File: src/s256t_pkg.sv
// ----------------------------------------------------------------------------
// s256t_pkg: shared types and constants of the truncated SHA-256 block
// Holds the controller state type, the block kinds, the command and status
// bundles between controller and datapath, and the SHA-256 constant tables.
// ----------------------------------------------------------------------------
package s256t_pkg;

   typedef enum logic [2:0] {
      ST_IDLE,
      ST_PAD,
      ST_LOAD,
      ST_ROUND,
      ST_ADD,
      ST_OUT
   } st_type;

   // What a compressed block is built from: message bytes only, the tail of
   // the message with the end marker and the length, the tail with the end
   // marker alone, or an otherwise empty block carrying just the length.
   typedef enum logic [1:0] {
      BLK_FULL,
      BLK_PAD_LEN,
      BLK_PAD_MARK,
      BLK_LEN_ONLY
   } blk_type;

   typedef struct packed {
      logic          write_byte;
      logic          init_work;
      logic          rd_en;
      logic [3:0]    rd_idx;
      logic          shift_load;
      logic          round;
      logic [5:0]    rnd_idx;
      logic          add_chain;
      logic          load_digest;
      logic          clear_msg;
      blk_type       kind;
   } cmd_type;

   typedef struct packed {
      logic          pos_last_slot;
      logic          pos_hi;
   } sts_type;

   localparam logic [7:0] PAD_BYTE = 8'h80;

   localparam logic [31:0] INIT_H [8] = '{
      32'h6a09e667, 32'hbb67ae85, 32'h3c6ef372, 32'ha54ff53a,
      32'h510e527f, 32'h9b05688c, 32'h1f83d9ab, 32'h5be0cd19
   };

   localparam logic [31:0] ROUND_K [64] = '{
      32'h428a2f98, 32'h71374491, 32'hb5c0fbcf, 32'he9b5dba5,
      32'h3956c25b, 32'h59f111f1, 32'h923f82a4, 32'hab1c5ed5,
      32'hd807aa98, 32'h12835b01, 32'h243185be, 32'h550c7dc3,
      32'h72be5d74, 32'h80deb1fe, 32'h9bdc06a7, 32'hc19bf174,
      32'he49b69c1, 32'hefbe4786, 32'h0fc19dc6, 32'h240ca1cc,
      32'h2de92c6f, 32'h4a7484aa, 32'h5cb0a9dc, 32'h76f988da,
      32'h983e5152, 32'ha831c66d, 32'hb00327c8, 32'hbf597fc7,
      32'hc6e00bf3, 32'hd5a79147, 32'h06ca6351, 32'h14292967,
      32'h27b70a85, 32'h2e1b2138, 32'h4d2c6dfc, 32'h53380d13,
      32'h650a7354, 32'h766a0abb, 32'h81c2c92e, 32'h92722c85,
      32'ha2bfe8a1, 32'ha81a664b, 32'hc24b8b70, 32'hc76c51a3,
      32'hd192e819, 32'hd6990624, 32'hf40e3585, 32'h106aa070,
      32'h19a4c116, 32'h1e376c08, 32'h2748774c, 32'h34b0bcb5,
      32'h391c0cb3, 32'h4ed8aa4a, 32'h5b9cca4f, 32'h682e6ff3,
      32'h748f82ee, 32'h78a5636f, 32'h84c87814, 32'h8cc70208,
      32'h90befffa, 32'ha4506ceb, 32'hbef9a3f7, 32'hc67178f2
   };

endpackage

File: src/s256t_ctrl.sv
// ----------------------------------------------------------------------------
// s256t_ctrl: sequencer of the truncated SHA-256 block
// Accepts input words, steps the datapath through block load, rounds and
// chaining update, chooses the padding blocks and hands out the result.
// ----------------------------------------------------------------------------
module s256t_ctrl (
   input  logic               clock,
   input  logic               reset,
   input  logic               req_valid,
   output logic               req_stall,
   input  logic               req_has_byte,
   input  logic               req_last,
   output logic               rsp_valid,
   input  logic               rsp_stall,
   input  s256t_pkg::sts_type sts,
   output s256t_pkg::cmd_type cmd
);

   s256t_pkg::st_type  state_ff, state_in;
   s256t_pkg::blk_type kind_ff, kind_in;
   logic [5:0]         cnt_ff, cnt_in;
   logic               pend_ff, pend_in;
   logic               rsp_valid_ff, rsp_valid_in;
   logic               accept;
   logic               out_free;

   assign accept    = req_valid && !req_stall;
   assign out_free  = !(rsp_valid_ff && rsp_stall);
   assign rsp_valid = rsp_valid_ff;

   always_comb begin
      state_in = state_ff;
      kind_in  = kind_ff;
      cnt_in   = cnt_ff;
      pend_in  = pend_ff;
      case (state_ff)
         s256t_pkg::ST_IDLE: begin
            if (accept) begin
               if (req_has_byte && sts.pos_last_slot) begin
                  kind_in  = s256t_pkg::BLK_FULL;
                  pend_in  = req_last;
                  cnt_in   = '0;
                  state_in = s256t_pkg::ST_LOAD;
               end else if (req_last) begin
                  state_in = s256t_pkg::ST_PAD;
               end
            end
         end
         s256t_pkg::ST_PAD: begin
            // With no room for the length, the marker block goes first and a
            // further block carries the length.
            kind_in  = sts.pos_hi ? s256t_pkg::BLK_PAD_MARK : s256t_pkg::BLK_PAD_LEN;
            cnt_in   = '0;
            state_in = s256t_pkg::ST_LOAD;
         end
         s256t_pkg::ST_LOAD: begin
            if (cnt_ff == 6'd16) begin
               cnt_in   = '0;
               state_in = s256t_pkg::ST_ROUND;
            end else begin
               cnt_in = cnt_ff + 6'd1;
            end
         end
         s256t_pkg::ST_ROUND: begin
            cnt_in = cnt_ff + 6'd1;
            if (cnt_ff == 6'd63) begin
               state_in = s256t_pkg::ST_ADD;
            end
         end
         s256t_pkg::ST_ADD: begin
            cnt_in = '0;
            case (kind_ff)
               s256t_pkg::BLK_FULL: begin
                  pend_in  = 1'b0;
                  state_in = pend_ff ? s256t_pkg::ST_PAD : s256t_pkg::ST_IDLE;
               end
               s256t_pkg::BLK_PAD_MARK: begin
                  kind_in  = s256t_pkg::BLK_LEN_ONLY;
                  state_in = s256t_pkg::ST_LOAD;
               end
               default: begin
                  state_in = s256t_pkg::ST_OUT;
               end
            endcase
         end
         s256t_pkg::ST_OUT: begin
            if (out_free) begin
               state_in = s256t_pkg::ST_IDLE;
            end
         end
         default: begin
            state_in = s256t_pkg::ST_IDLE;
         end
      endcase
   end

   always_comb begin
      req_stall       = 1'b1;
      cmd             = '0;
      cmd.kind        = kind_ff;
      cmd.rd_idx      = cnt_ff[3:0];
      cmd.rnd_idx     = cnt_ff;
      rsp_valid_in    = rsp_valid_ff && rsp_stall;
      case (state_ff)
         s256t_pkg::ST_IDLE: begin
            req_stall      = 1'b0;
            cmd.write_byte = req_valid && req_has_byte;
         end
         s256t_pkg::ST_LOAD: begin
            cmd.init_work  = (cnt_ff == 6'd0);
            cmd.rd_en      = !cnt_ff[4];
            cmd.shift_load = (cnt_ff != 6'd0);
         end
         s256t_pkg::ST_ROUND: begin
            cmd.round = 1'b1;
         end
         s256t_pkg::ST_ADD: begin
            cmd.add_chain = 1'b1;
         end
         s256t_pkg::ST_OUT: begin
            if (out_free) begin
               cmd.load_digest = 1'b1;
               cmd.clear_msg   = 1'b1;
               rsp_valid_in    = 1'b1;
            end
         end
         default: begin
            req_stall = 1'b1;
         end
      endcase
   end

   always_ff @(posedge clock) begin
      if (reset) begin
         state_ff     <= s256t_pkg::ST_IDLE;
         kind_ff      <= s256t_pkg::BLK_FULL;
         cnt_ff       <= '0;
         pend_ff      <= 1'b0;
         rsp_valid_ff <= 1'b0;
      end else begin
         state_ff     <= state_in;
         kind_ff      <= kind_in;
         cnt_ff       <= cnt_in;
         pend_ff      <= pend_in;
         rsp_valid_ff <= rsp_valid_in;
      end
   end

endmodule

File: src/s256t_datapath.sv
// ----------------------------------------------------------------------------
// s256t_datapath: block store, message schedule and round unit
// Holds the 64-byte block store, the byte counter, the chaining words, the
// sixteen-word schedule window, the working variables and the result register.
// ----------------------------------------------------------------------------
module s256t_datapath (
   input  logic               clock,
   input  logic               reset,
   input  logic [7:0]         req_data_byte,
   input  s256t_pkg::cmd_type cmd,
   output s256t_pkg::sts_type sts,
   output logic [63:0]        rsp_digest_top
);

   function automatic logic [31:0] rotr(input logic [31:0] v, input int n);
      rotr = (v >> n) | (v << (32 - n));
   endfunction

   logic [31:0] mem [16];
   logic [31:0] rd_data_ff;
   logic [3:0]  rd_idx_ff;
   logic [63:0] count_ff;
   logic [31:0] chain_ff [8];
   logic [31:0] work_ff [8];
   logic [31:0] w_ff [16];
   logic [63:0] digest_ff;

   logic [5:0]  pos;
   logic [63:0] bit_len;
   logic [31:0] shaped;
   logic [31:0] w_new;
   logic [31:0] t1, t2;
   logic [31:0] big0, big1, ch, maj, sm0, sm1;

   assign pos               = count_ff[5:0];
   assign bit_len           = {count_ff[60:0], 3'b000};
   assign sts.pos_last_slot = (pos == 6'd63);
   assign sts.pos_hi        = (pos[5:3] == 3'b111);
   assign rsp_digest_top    = digest_ff;

   // Bytes are stored big-endian within each 32-bit word.
   always_ff @(posedge clock) begin
      if (cmd.write_byte) begin
         mem[pos[5:2]][8 * (3 - pos[1:0]) +: 8] <= req_data_byte;
      end
      if (cmd.rd_en) begin
         rd_data_ff <= mem[cmd.rd_idx];
         rd_idx_ff  <= cmd.rd_idx;
      end
   end

   // Padding is applied as the words leave the store; the store itself
   // only ever holds message bytes.
   always_comb begin
      logic [5:0] j;
      logic [7:0] mb;
      shaped = '0;
      for (int l = 0; l < 4; l++) begin
         j  = {rd_idx_ff, 2'(l)};
         mb = rd_data_ff[8 * (3 - l) +: 8];
         case (cmd.kind)
            s256t_pkg::BLK_FULL: begin
               shaped[8 * (3 - l) +: 8] = mb;
            end
            s256t_pkg::BLK_PAD_LEN, s256t_pkg::BLK_PAD_MARK: begin
               if (j < pos) begin
                  shaped[8 * (3 - l) +: 8] = mb;
               end else if (j == pos) begin
                  shaped[8 * (3 - l) +: 8] = s256t_pkg::PAD_BYTE;
               end
            end
            default: begin
               shaped[8 * (3 - l) +: 8] = 8'h00;
            end
         endcase
      end
      if (cmd.kind == s256t_pkg::BLK_PAD_LEN || cmd.kind == s256t_pkg::BLK_LEN_ONLY) begin
         if (rd_idx_ff == 4'd14) begin
            shaped = bit_len[63:32];
         end else if (rd_idx_ff == 4'd15) begin
            shaped = bit_len[31:0];
         end
      end
   end

   always_comb begin
      sm0   = rotr(w_ff[1], 7) ^ rotr(w_ff[1], 18) ^ (w_ff[1] >> 3);
      sm1   = rotr(w_ff[14], 17) ^ rotr(w_ff[14], 19) ^ (w_ff[14] >> 10);
      w_new = w_ff[0] + sm0 + w_ff[9] + sm1;
      big1  = rotr(work_ff[4], 6) ^ rotr(work_ff[4], 11) ^ rotr(work_ff[4], 25);
      ch    = (work_ff[4] & work_ff[5]) ^ (~work_ff[4] & work_ff[6]);
      big0  = rotr(work_ff[0], 2) ^ rotr(work_ff[0], 13) ^ rotr(work_ff[0], 22);
      maj   = (work_ff[0] & work_ff[1]) ^ (work_ff[0] & work_ff[2])
            ^ (work_ff[1] & work_ff[2]);
      t1    = work_ff[7] + big1 + ch + s256t_pkg::ROUND_K[cmd.rnd_idx] + w_ff[0];
      t2    = big0 + maj;
   end

   // The window always holds the current schedule word at the bottom.
   always_ff @(posedge clock) begin
      if (cmd.shift_load || cmd.round) begin
         for (int i = 0; i < 15; i++) begin
            w_ff[i] <= w_ff[i + 1];
         end
         w_ff[15] <= cmd.shift_load ? shaped : w_new;
      end
   end

   always_ff @(posedge clock) begin
      if (cmd.init_work) begin
         for (int i = 0; i < 8; i++) begin
            work_ff[i] <= chain_ff[i];
         end
      end else if (cmd.round) begin
         work_ff[0] <= t1 + t2;
         work_ff[1] <= work_ff[0];
         work_ff[2] <= work_ff[1];
         work_ff[3] <= work_ff[2];
         work_ff[4] <= work_ff[3] + t1;
         work_ff[5] <= work_ff[4];
         work_ff[6] <= work_ff[5];
         work_ff[7] <= work_ff[6];
      end
   end

   always_ff @(posedge clock) begin
      if (reset) begin
         count_ff <= '0;
         for (int i = 0; i < 8; i++) begin
            chain_ff[i] <= s256t_pkg::INIT_H[i];
         end
      end else begin
         if (cmd.clear_msg) begin
            count_ff <= '0;
            for (int i = 0; i < 8; i++) begin
               chain_ff[i] <= s256t_pkg::INIT_H[i];
            end
         end else begin
            if (cmd.write_byte) begin
               count_ff <= count_ff + 64'd1;
            end
            if (cmd.add_chain) begin
               for (int i = 0; i < 8; i++) begin
                  chain_ff[i] <= chain_ff[i] + work_ff[i];
               end
            end
         end
      end
   end

   always_ff @(posedge clock) begin
      if (cmd.load_digest) begin
         digest_ff <= {chain_ff[0], chain_ff[1]};
      end
   end

endmodule

File: src/sha256_truncated_64.sv
// ----------------------------------------------------------------------------
// sha256_truncated_64: streaming SHA-256 giving the first 64 digest bits
// Top level joining the sequencer and the datapath.
// ----------------------------------------------------------------------------
// A message enters one byte per word, at most one word per cycle, with last
// marking its end (a last word without a byte closes an empty message). When
// the 64th byte of a block is taken, the input stalls while the block moves
// from the store into the schedule window, the rounds run (one round per
// cycle in the single round unit) and the chaining words are updated. A word
// with last adds a state to choose the padding, one or two such blocks, and
// a state to load the result register, which waits for as long as an earlier
// result has not yet been taken. The register then holds word 0 of the
// digest in bits 63..32 and word 1 below until it is taken; a following
// message is accepted meanwhile.
module sha256_truncated_64 (
   input  logic        clock,
   input  logic        reset,
   input  logic        req_valid,
   output logic        req_stall,
   input  logic [7:0]  req_data_byte,
   input  logic        req_has_byte,
   input  logic        req_last,
   output logic        rsp_valid,
   input  logic        rsp_stall,
   output logic [63:0] rsp_digest_top
);

   s256t_pkg::cmd_type cmd;
   s256t_pkg::sts_type sts;

   s256t_ctrl u_ctrl (
      .clock        (clock),
      .reset        (reset),
      .req_valid    (req_valid),
      .req_stall    (req_stall),
      .req_has_byte (req_has_byte),
      .req_last     (req_last),
      .rsp_valid    (rsp_valid),
      .rsp_stall    (rsp_stall),
      .sts          (sts),
      .cmd          (cmd)
   );

   s256t_datapath u_datapath (
      .clock          (clock),
      .reset          (reset),
      .req_data_byte  (req_data_byte),
      .cmd            (cmd),
      .sts            (sts),
      .rsp_digest_top (rsp_digest_top)
   );

endmodule

File: config.mk
export PLATFORM = sky130hd
export DESIGN_NAME = sha256_truncated_64
export DESIGN_NICKNAME = d
export VERILOG_FILES = /design/src/s256t_pkg.sv /design/src/s256t_ctrl.sv /design/src/s256t_datapath.sv /design/src/sha256_truncated_64.sv
export SDC_FILE = /design/constraint.sdc
export NUM_CORES = 2
export LEC_CHECK = 0
export BUFFER_PORTS_ARGS = -buffer_cell sky130_fd_sc_hd__buf_2
export CAP_MARGIN = 0
export CORE_AREA = 2 2 515 389
export CTS_CLUSTER_SIZE = 16
export DETAILED_ROUTE_END_ITERATION = 8
export DIE_AREA = 0 0 517 391
export PLACE_DENSITY = 0.66
export REMOVE_ABC_BUFFERS = 1
export SETUP_SLACK_MARGIN = 0.02
export SYNTH_ARGS = -nofsm -noshare
export SYNTH_HDL_FRONTEND = slang
export SYNTH_HIERARCHICAL = 1
export SYNTH_SLANG_ARGS = --single-unit
export TNS_END_PERCENT = 5
File: constraint.sdc
create_clock -name clock -period 18.3 [get_ports clock]
set_input_delay 1.83 -clock clock [delete_from_list [all_inputs] [get_ports clock]]
set_output_delay 1.83 -clock clock [all_outputs]
set_load 0.01 [all_outputs]
After elaboration in Yosys (flattened, before gate mapping):

Memories as Yosys holds them, arrays and structs flattened. A register that Yosys moved wholly into a read port is not among the register bits.
Index checks and enable logic that the tools add are counted.

* input bits: 14
* word-level logic and storage cells: 232
* memory bits (read-only): 2048
* memories kept: 5
* bits in registers: 145
* RAM bits: 1536

Memory list
* (name not given): words 64, bits a word 32, rd ports 1, clocked after Yosys merged registers in 0, write ports 0, RTL line s256t_datapath.sv:95 `t1 = work_ff[7] + big1 + ch + s256t_pkg::ROUND_K[cmd.rnd_idx] + w_ff[0];`
* u_datapath.mem: words 16, bits a word 32, rd ports 1, clocked after Yosys merged registers in 1, write ports 1, RTL line s256t_datapath.sv:19 `logic [31:0] mem [16];`
* u_datapath.w_ff: words 16, bits a word 32, rd ports 16, clocked after Yosys merged registers in 0, write ports 16, RTL line s256t_datapath.sv:25 `logic [31:0] w_ff [16];`
* u_datapath.chain_ff: words 8, bits a word 32, rd ports 8, clocked after Yosys merged registers in 0, write ports 8, RTL line s256t_datapath.sv:23 `logic [31:0] chain_ff [8];`
* u_datapath.work_ff: words 8, bits a word 32, rd ports 8, clocked after Yosys merged registers in 0, write ports 8, RTL line s256t_datapath.sv:24 `logic [31:0] work_ff [8];`

* shift-type cells: 2
* reduce and logical (&&, ||, !) cells: 21
* mux-type cells: 91
* eq/ne operators: 26
* bitwise logic cells: 52
* add/sub/neg operators: 22
* magnitude comparators: 5

Operators with widths (count)
* $mux 32: 31
* $add 32x32->32: 18
* $xor 32x32->32: 9
* $and 32x32->32: 5
* $add 64x1->64 const B: 1
* $mux 8: 8
* $pmux 8 s2: 4
* $neg 32->34: 1
* $shift 8x34->32 const A: 1
* $shiftx 8x34->32: 1
* $not 32->32: 1
* $or 10x32->32: 1
* $or 13x32->32: 1
* $or 14x32->32: 1
* $or 15x32->32: 1
* $or 19x32->32: 1
* $or 21x32->32: 1
* $or 25x32->32: 1
* $or 26x32->32: 1
* $or 30x32->32: 1
* $or 7x32->32: 1
* $xor 32x22->32: 1
* $xor 32x29->32: 1
* $mux 1: 27
* 40 further kinds: 100

Longest topological paths before layout:

An unclocked memory read counts as a cell.

* depth after elaboration: 10
* depth in mapped cells: 39

Hierarchy:

Netlist, hierarchy kept.

Modules (own cells, without submodules)
* s256t_datapath: instances 1, area an instance 89240.6 um2, cells an instance 7045
* s256t_ctrl: instances 1, area an instance 884.6 um2, cells an instance 115

Worst setup path before layout:

OpenSTA, ideal clock, no wires.

* path type: reg2reg
* start: register u_ctrl.state_ff[1]
* end: memory u_datapath.w_ff[0][0] (enable)
* required time: 17633 ps
* path buffers: 3
* cell stages (with the launch flop): 8
* library setup time: 667 ps
* data arrival time: 7867 ps
* slack: 9766 ps
* period minus slack after synthesis: 8534 ps
* path through: dfxtp_1 buf_2 inv_1 or3_1 nor2_1 clkbuf_1 buf_1 or2_2

RTL lines
* start: declaration: RTL line s256t_ctrl.sv:19 `s256t_pkg::st_type state_ff, state_in;`
* start signal: assignment: RTL line s256t_ctrl.sv:135 `state_ff <= s256t_pkg::ST_IDLE;`
* start signal: assignment: RTL line s256t_ctrl.sv:141 `state_ff <= state_in;`
* end: declaration: RTL line s256t_datapath.sv:25

==> out/qor.csv <==
stage;metric;value;unit
global_routing;gr ovfl total;0;
die;num ports;80;
die;Chip Width;517;µm
sta;worst-margin pin slew;1.250;ns
logic_synthesis;asr flop ratio synth;0;%
clock_network;Clock Latency Late Sink;0.87;ns
setup_path;worst reg2reg path depth;33;
drt;WL/cell;25.43;µm
global_routing;initial antenna violation count;3;
global_routing;total track usage;24.77;%
sta;Fin Clk Skew;0.09155;ns
finish;area grow syn2layout;9.803;%
die;core area;197900;µm²
clock_network;H-tree levels;4;
setup_path;CP Data Arrival Time;11.30;ns
sta;Tmin final;10.73;ns
finish;Post-layout nets;7785;
finish;commonest non-fill, non-tap cell in the layout;edfxtp_1;
logic_synthesis;FF+latch count, synth;1710;
die;Die Area;202100;µm²
drt;initial DRC count;7694;
placed_design;RD Place Congestion;0.9485;
sta;max-slew violations;0;
setup_path;CP startpoint;u_ctrl/cnt_ff[0];
setup_path;R2R Setup Slk;7.57;ns
logic_synthesis;Syn Inst Count;7160;
sta;# setup viols final;0;
clock_network;CTS max path bufs;3;
logic_synthesis;main flop type after synthesis;edfxtp_1;
clock_network;postcts setup bufs;0;
job;max-cap viol count;0;
setup_path;Worst R2R Start;u_ctrl/cnt_ff[0];
global_routing;vias in the first global route;54660;
clock_network;clock-pin slew on the worst setup and hold paths;0.07;ns
finish;layout cell share with drive strength beyond 1;10.14;%
drt;drt total wl;253.9;mm
drt;Vias/cell;5.961;
logic_synthesis;area share of the largest cell type after synthesis;53.44;%
setup_path;Startpoint Class;flip-flop;
logic_synthesis;register area share after synthesis;55.80;%
logic_synthesis;synth top area cells;edfxtp_1 (53%), ha_1 (5.6%), fa_1 (4.3%), mux4_2 (4.3%), xnor2_1 (3.9%);
finish;number of fillers in the final layout;16990;
placed_design;detailed placer's ending HPWL;182.4;mm
setup_path;CP Data Required Time;18.88;ns
clock_network;CTS tree;yes;
finish;commonest non-fill, non-tap cells in the layout;edfxtp_1 (1604), nand2_1 (823), nor2_1 (454), xnor2_1 (402), ha_1 (402);
die;initial core utilization;45.54;%
run_status;status;complete, no violations;
sta;RSZ-0062 raised after global routing;no;
clock_network;Hold-fix buffers, CTS;0;
setup_path;Setup Crit Path Kind;reg2reg;
logic_synthesis;Synth area leader;edfxtp_1;
clock_network;CTS buffer count;170;
global_routing;first-pass GRT wire length;370.0;mm
setup_path;crit end category;flip-flop;
logic_synthesis;Synthesis Warnings;6;
clock_network;post-cts repair resize count;0;
clock_network;Root Buffer Master;clkbuf_16;
logic_synthesis;Yosys cell types;101;
setup_path;reg2reg end;u_datapath/work_ff[0][29];
setup_path;Critical Path Most Common Cell;fa_1;
worst_hold_path;Hold WC Path Type;reg2reg;
logic_synthesis;synthesized area;90130;µm²
drt;Final ANT Viol Nets;0;
setup_path;critical path endpoint;u_datapath/work_ff[0][29];
placed_design;PortBufs;79;
drt;Remaining DRCs;0;
sta;endpoints failing hold;0;
drt;via count;59520;
sta;Fin Setup TNS;0;ns
die;# rows;142;
setup_path;critical path's slowest cell;o311ai_0;
drt;drt pass-1 iters;6;
die;Die Span Y;391;µm
clock_network;TritonCTS Sinks;1710;
sta;maximum clock rate;93.23;MHz
setup_path;Worst path max stage delay;0.79;ns
sta;Final Cycle Share;58.61;%
logic_synthesis;EDFF count, synth;1604;
setup_path;Critical Path Fanout Max;28;
logic_synthesis;Avg Inst Size Synth;12.59;µm²
sta;Slew HR;16.64;%
global_routing;largest net degree at the start of global routing;214;
[critical path, delay by kind of cell, from the launching register on]
family,cells,cell delay (ns)
xor+xnor,1,0.22
flops,1,0.69
simple gates,9,1.55
compound gates,12,3.85
buf+inv,3,0.65
fa+ha+maj,8,3.44
[worst min path at each step]
stage          slack (ns)                     from  cells past startpoint                      end
2_1_floorplan        0.40  u_datapath/w_ff[0][132]                      0  u_datapath/w_ff[0][100]
3_3_place_gp         0.40    u_datapath/w_ff[1][3]                      0  u_datapath/w_ff[0][227]
3_5_place_dp         0.40  u_datapath/w_ff[0][135]                      0  u_datapath/w_ff[0][103]
4_1_cts              0.38  u_datapath/w_ff[1][173]                      0  u_datapath/w_ff[1][141]
5_1_grt              0.39  u_datapath/w_ff[1][129]                      0   u_datapath/w_ff[1][97]
6_report             0.38  u_datapath/w_ff[1][173]                      0  u_datapath/w_ff[1][141]
[per-layer routing]
metal	vias up	global-route usage [%]	share of wire, %	routed length [µm]
met2	2740	31.98	39	99540
met3	312	5.733	11	28090
li1	26420	-	-	-
met5	-	0	0.0055	14
met4	2	4.820	1.7	4419
met1	30040	41.34	48	121800
[per-stage QoR]
step / worst slack [ns] / cells / util [%] / cell area, µm² / hold WS, ns
2_1_floorplan: 2.445 / 6862 / - / 88980 / 0.4003
3_3_place_gp: 7.927 / 9666 / 47.15 / 93320 / 0.4005
5_1_grt: 7.185 / 9983 / 50.00 / 98960 / 0.3942
6_report: 7.574 / 9984 / 50.00 / 98960 / 0.3834
3_5_place_dp: 7.933 / 9666 / 47.15 / 93320 / 0.4045
4_1_cts: 7.863 / 9983 / 50.00 / 98960 / 0.3764
[logic make-up (layout without fill, tap and decap cells)]
group	Yosys count	in the layout	synth area share [%]
AO/OA/AOI/OAI	1377	1377	9.774
flip-flops	1710	1710	55.80
adder cells (fa/ha/maj)	627	627	10.25
other	0	1	0
AND/OR/NAND/NOR	1950	1950	9.857
buffers and inverters	577	736	2.432
XOR/XNOR	588	588	5.714
multiplexers	331	331	6.179
[flip-flops by register name (all words and copies together) (netlist names), 2 cells and up]
register	cells
u_datapath/mem	512
u_datapath/w_ff	512
u_datapath/chain_ff	256
u_datapath/work_ff	256
u_datapath/rsp_digest_top	64
u_datapath/count_ff	61
u_datapath/rd_data_ff	32
u_ctrl/cnt_ff	6
u_datapath/rd_idx_ff	4
u_ctrl/state_ff	3
u_ctrl/kind_ff	2
[layout make-up]
class                      instances  area, µm²  share of cell area (%)
antenna                            1      2.502                0.002529
clock buffer                     214       4541                   4.588
clock inverter                   103       1100                   1.111
inverter                         279       1050                   1.061
multi-input combinational       4873      37740                   38.13
sequential                      1710      50310                   50.83
tap                             2664       3333                   3.368
timing repair buffer             140      890.9                  0.9002
[synthesized netlist by cell type, drive strengths merged (75+ instances only)]
cell,count
mux2,83
edfxtp,1604
dfxtp,106
nand2b,75
xnor2,402
nor3,100
inv,277
nand3,119
ha,402
mux4,172
o21ai,348
mux2i,76
a21oi,380
a21o,176
fa,195
xor2,186
nor2,458
clkbuf,246
nand2,824
Power is left out: the tool's default activity adds up to more than one toggle a clock period on the data nets, which glitch-free logic cannot reach.
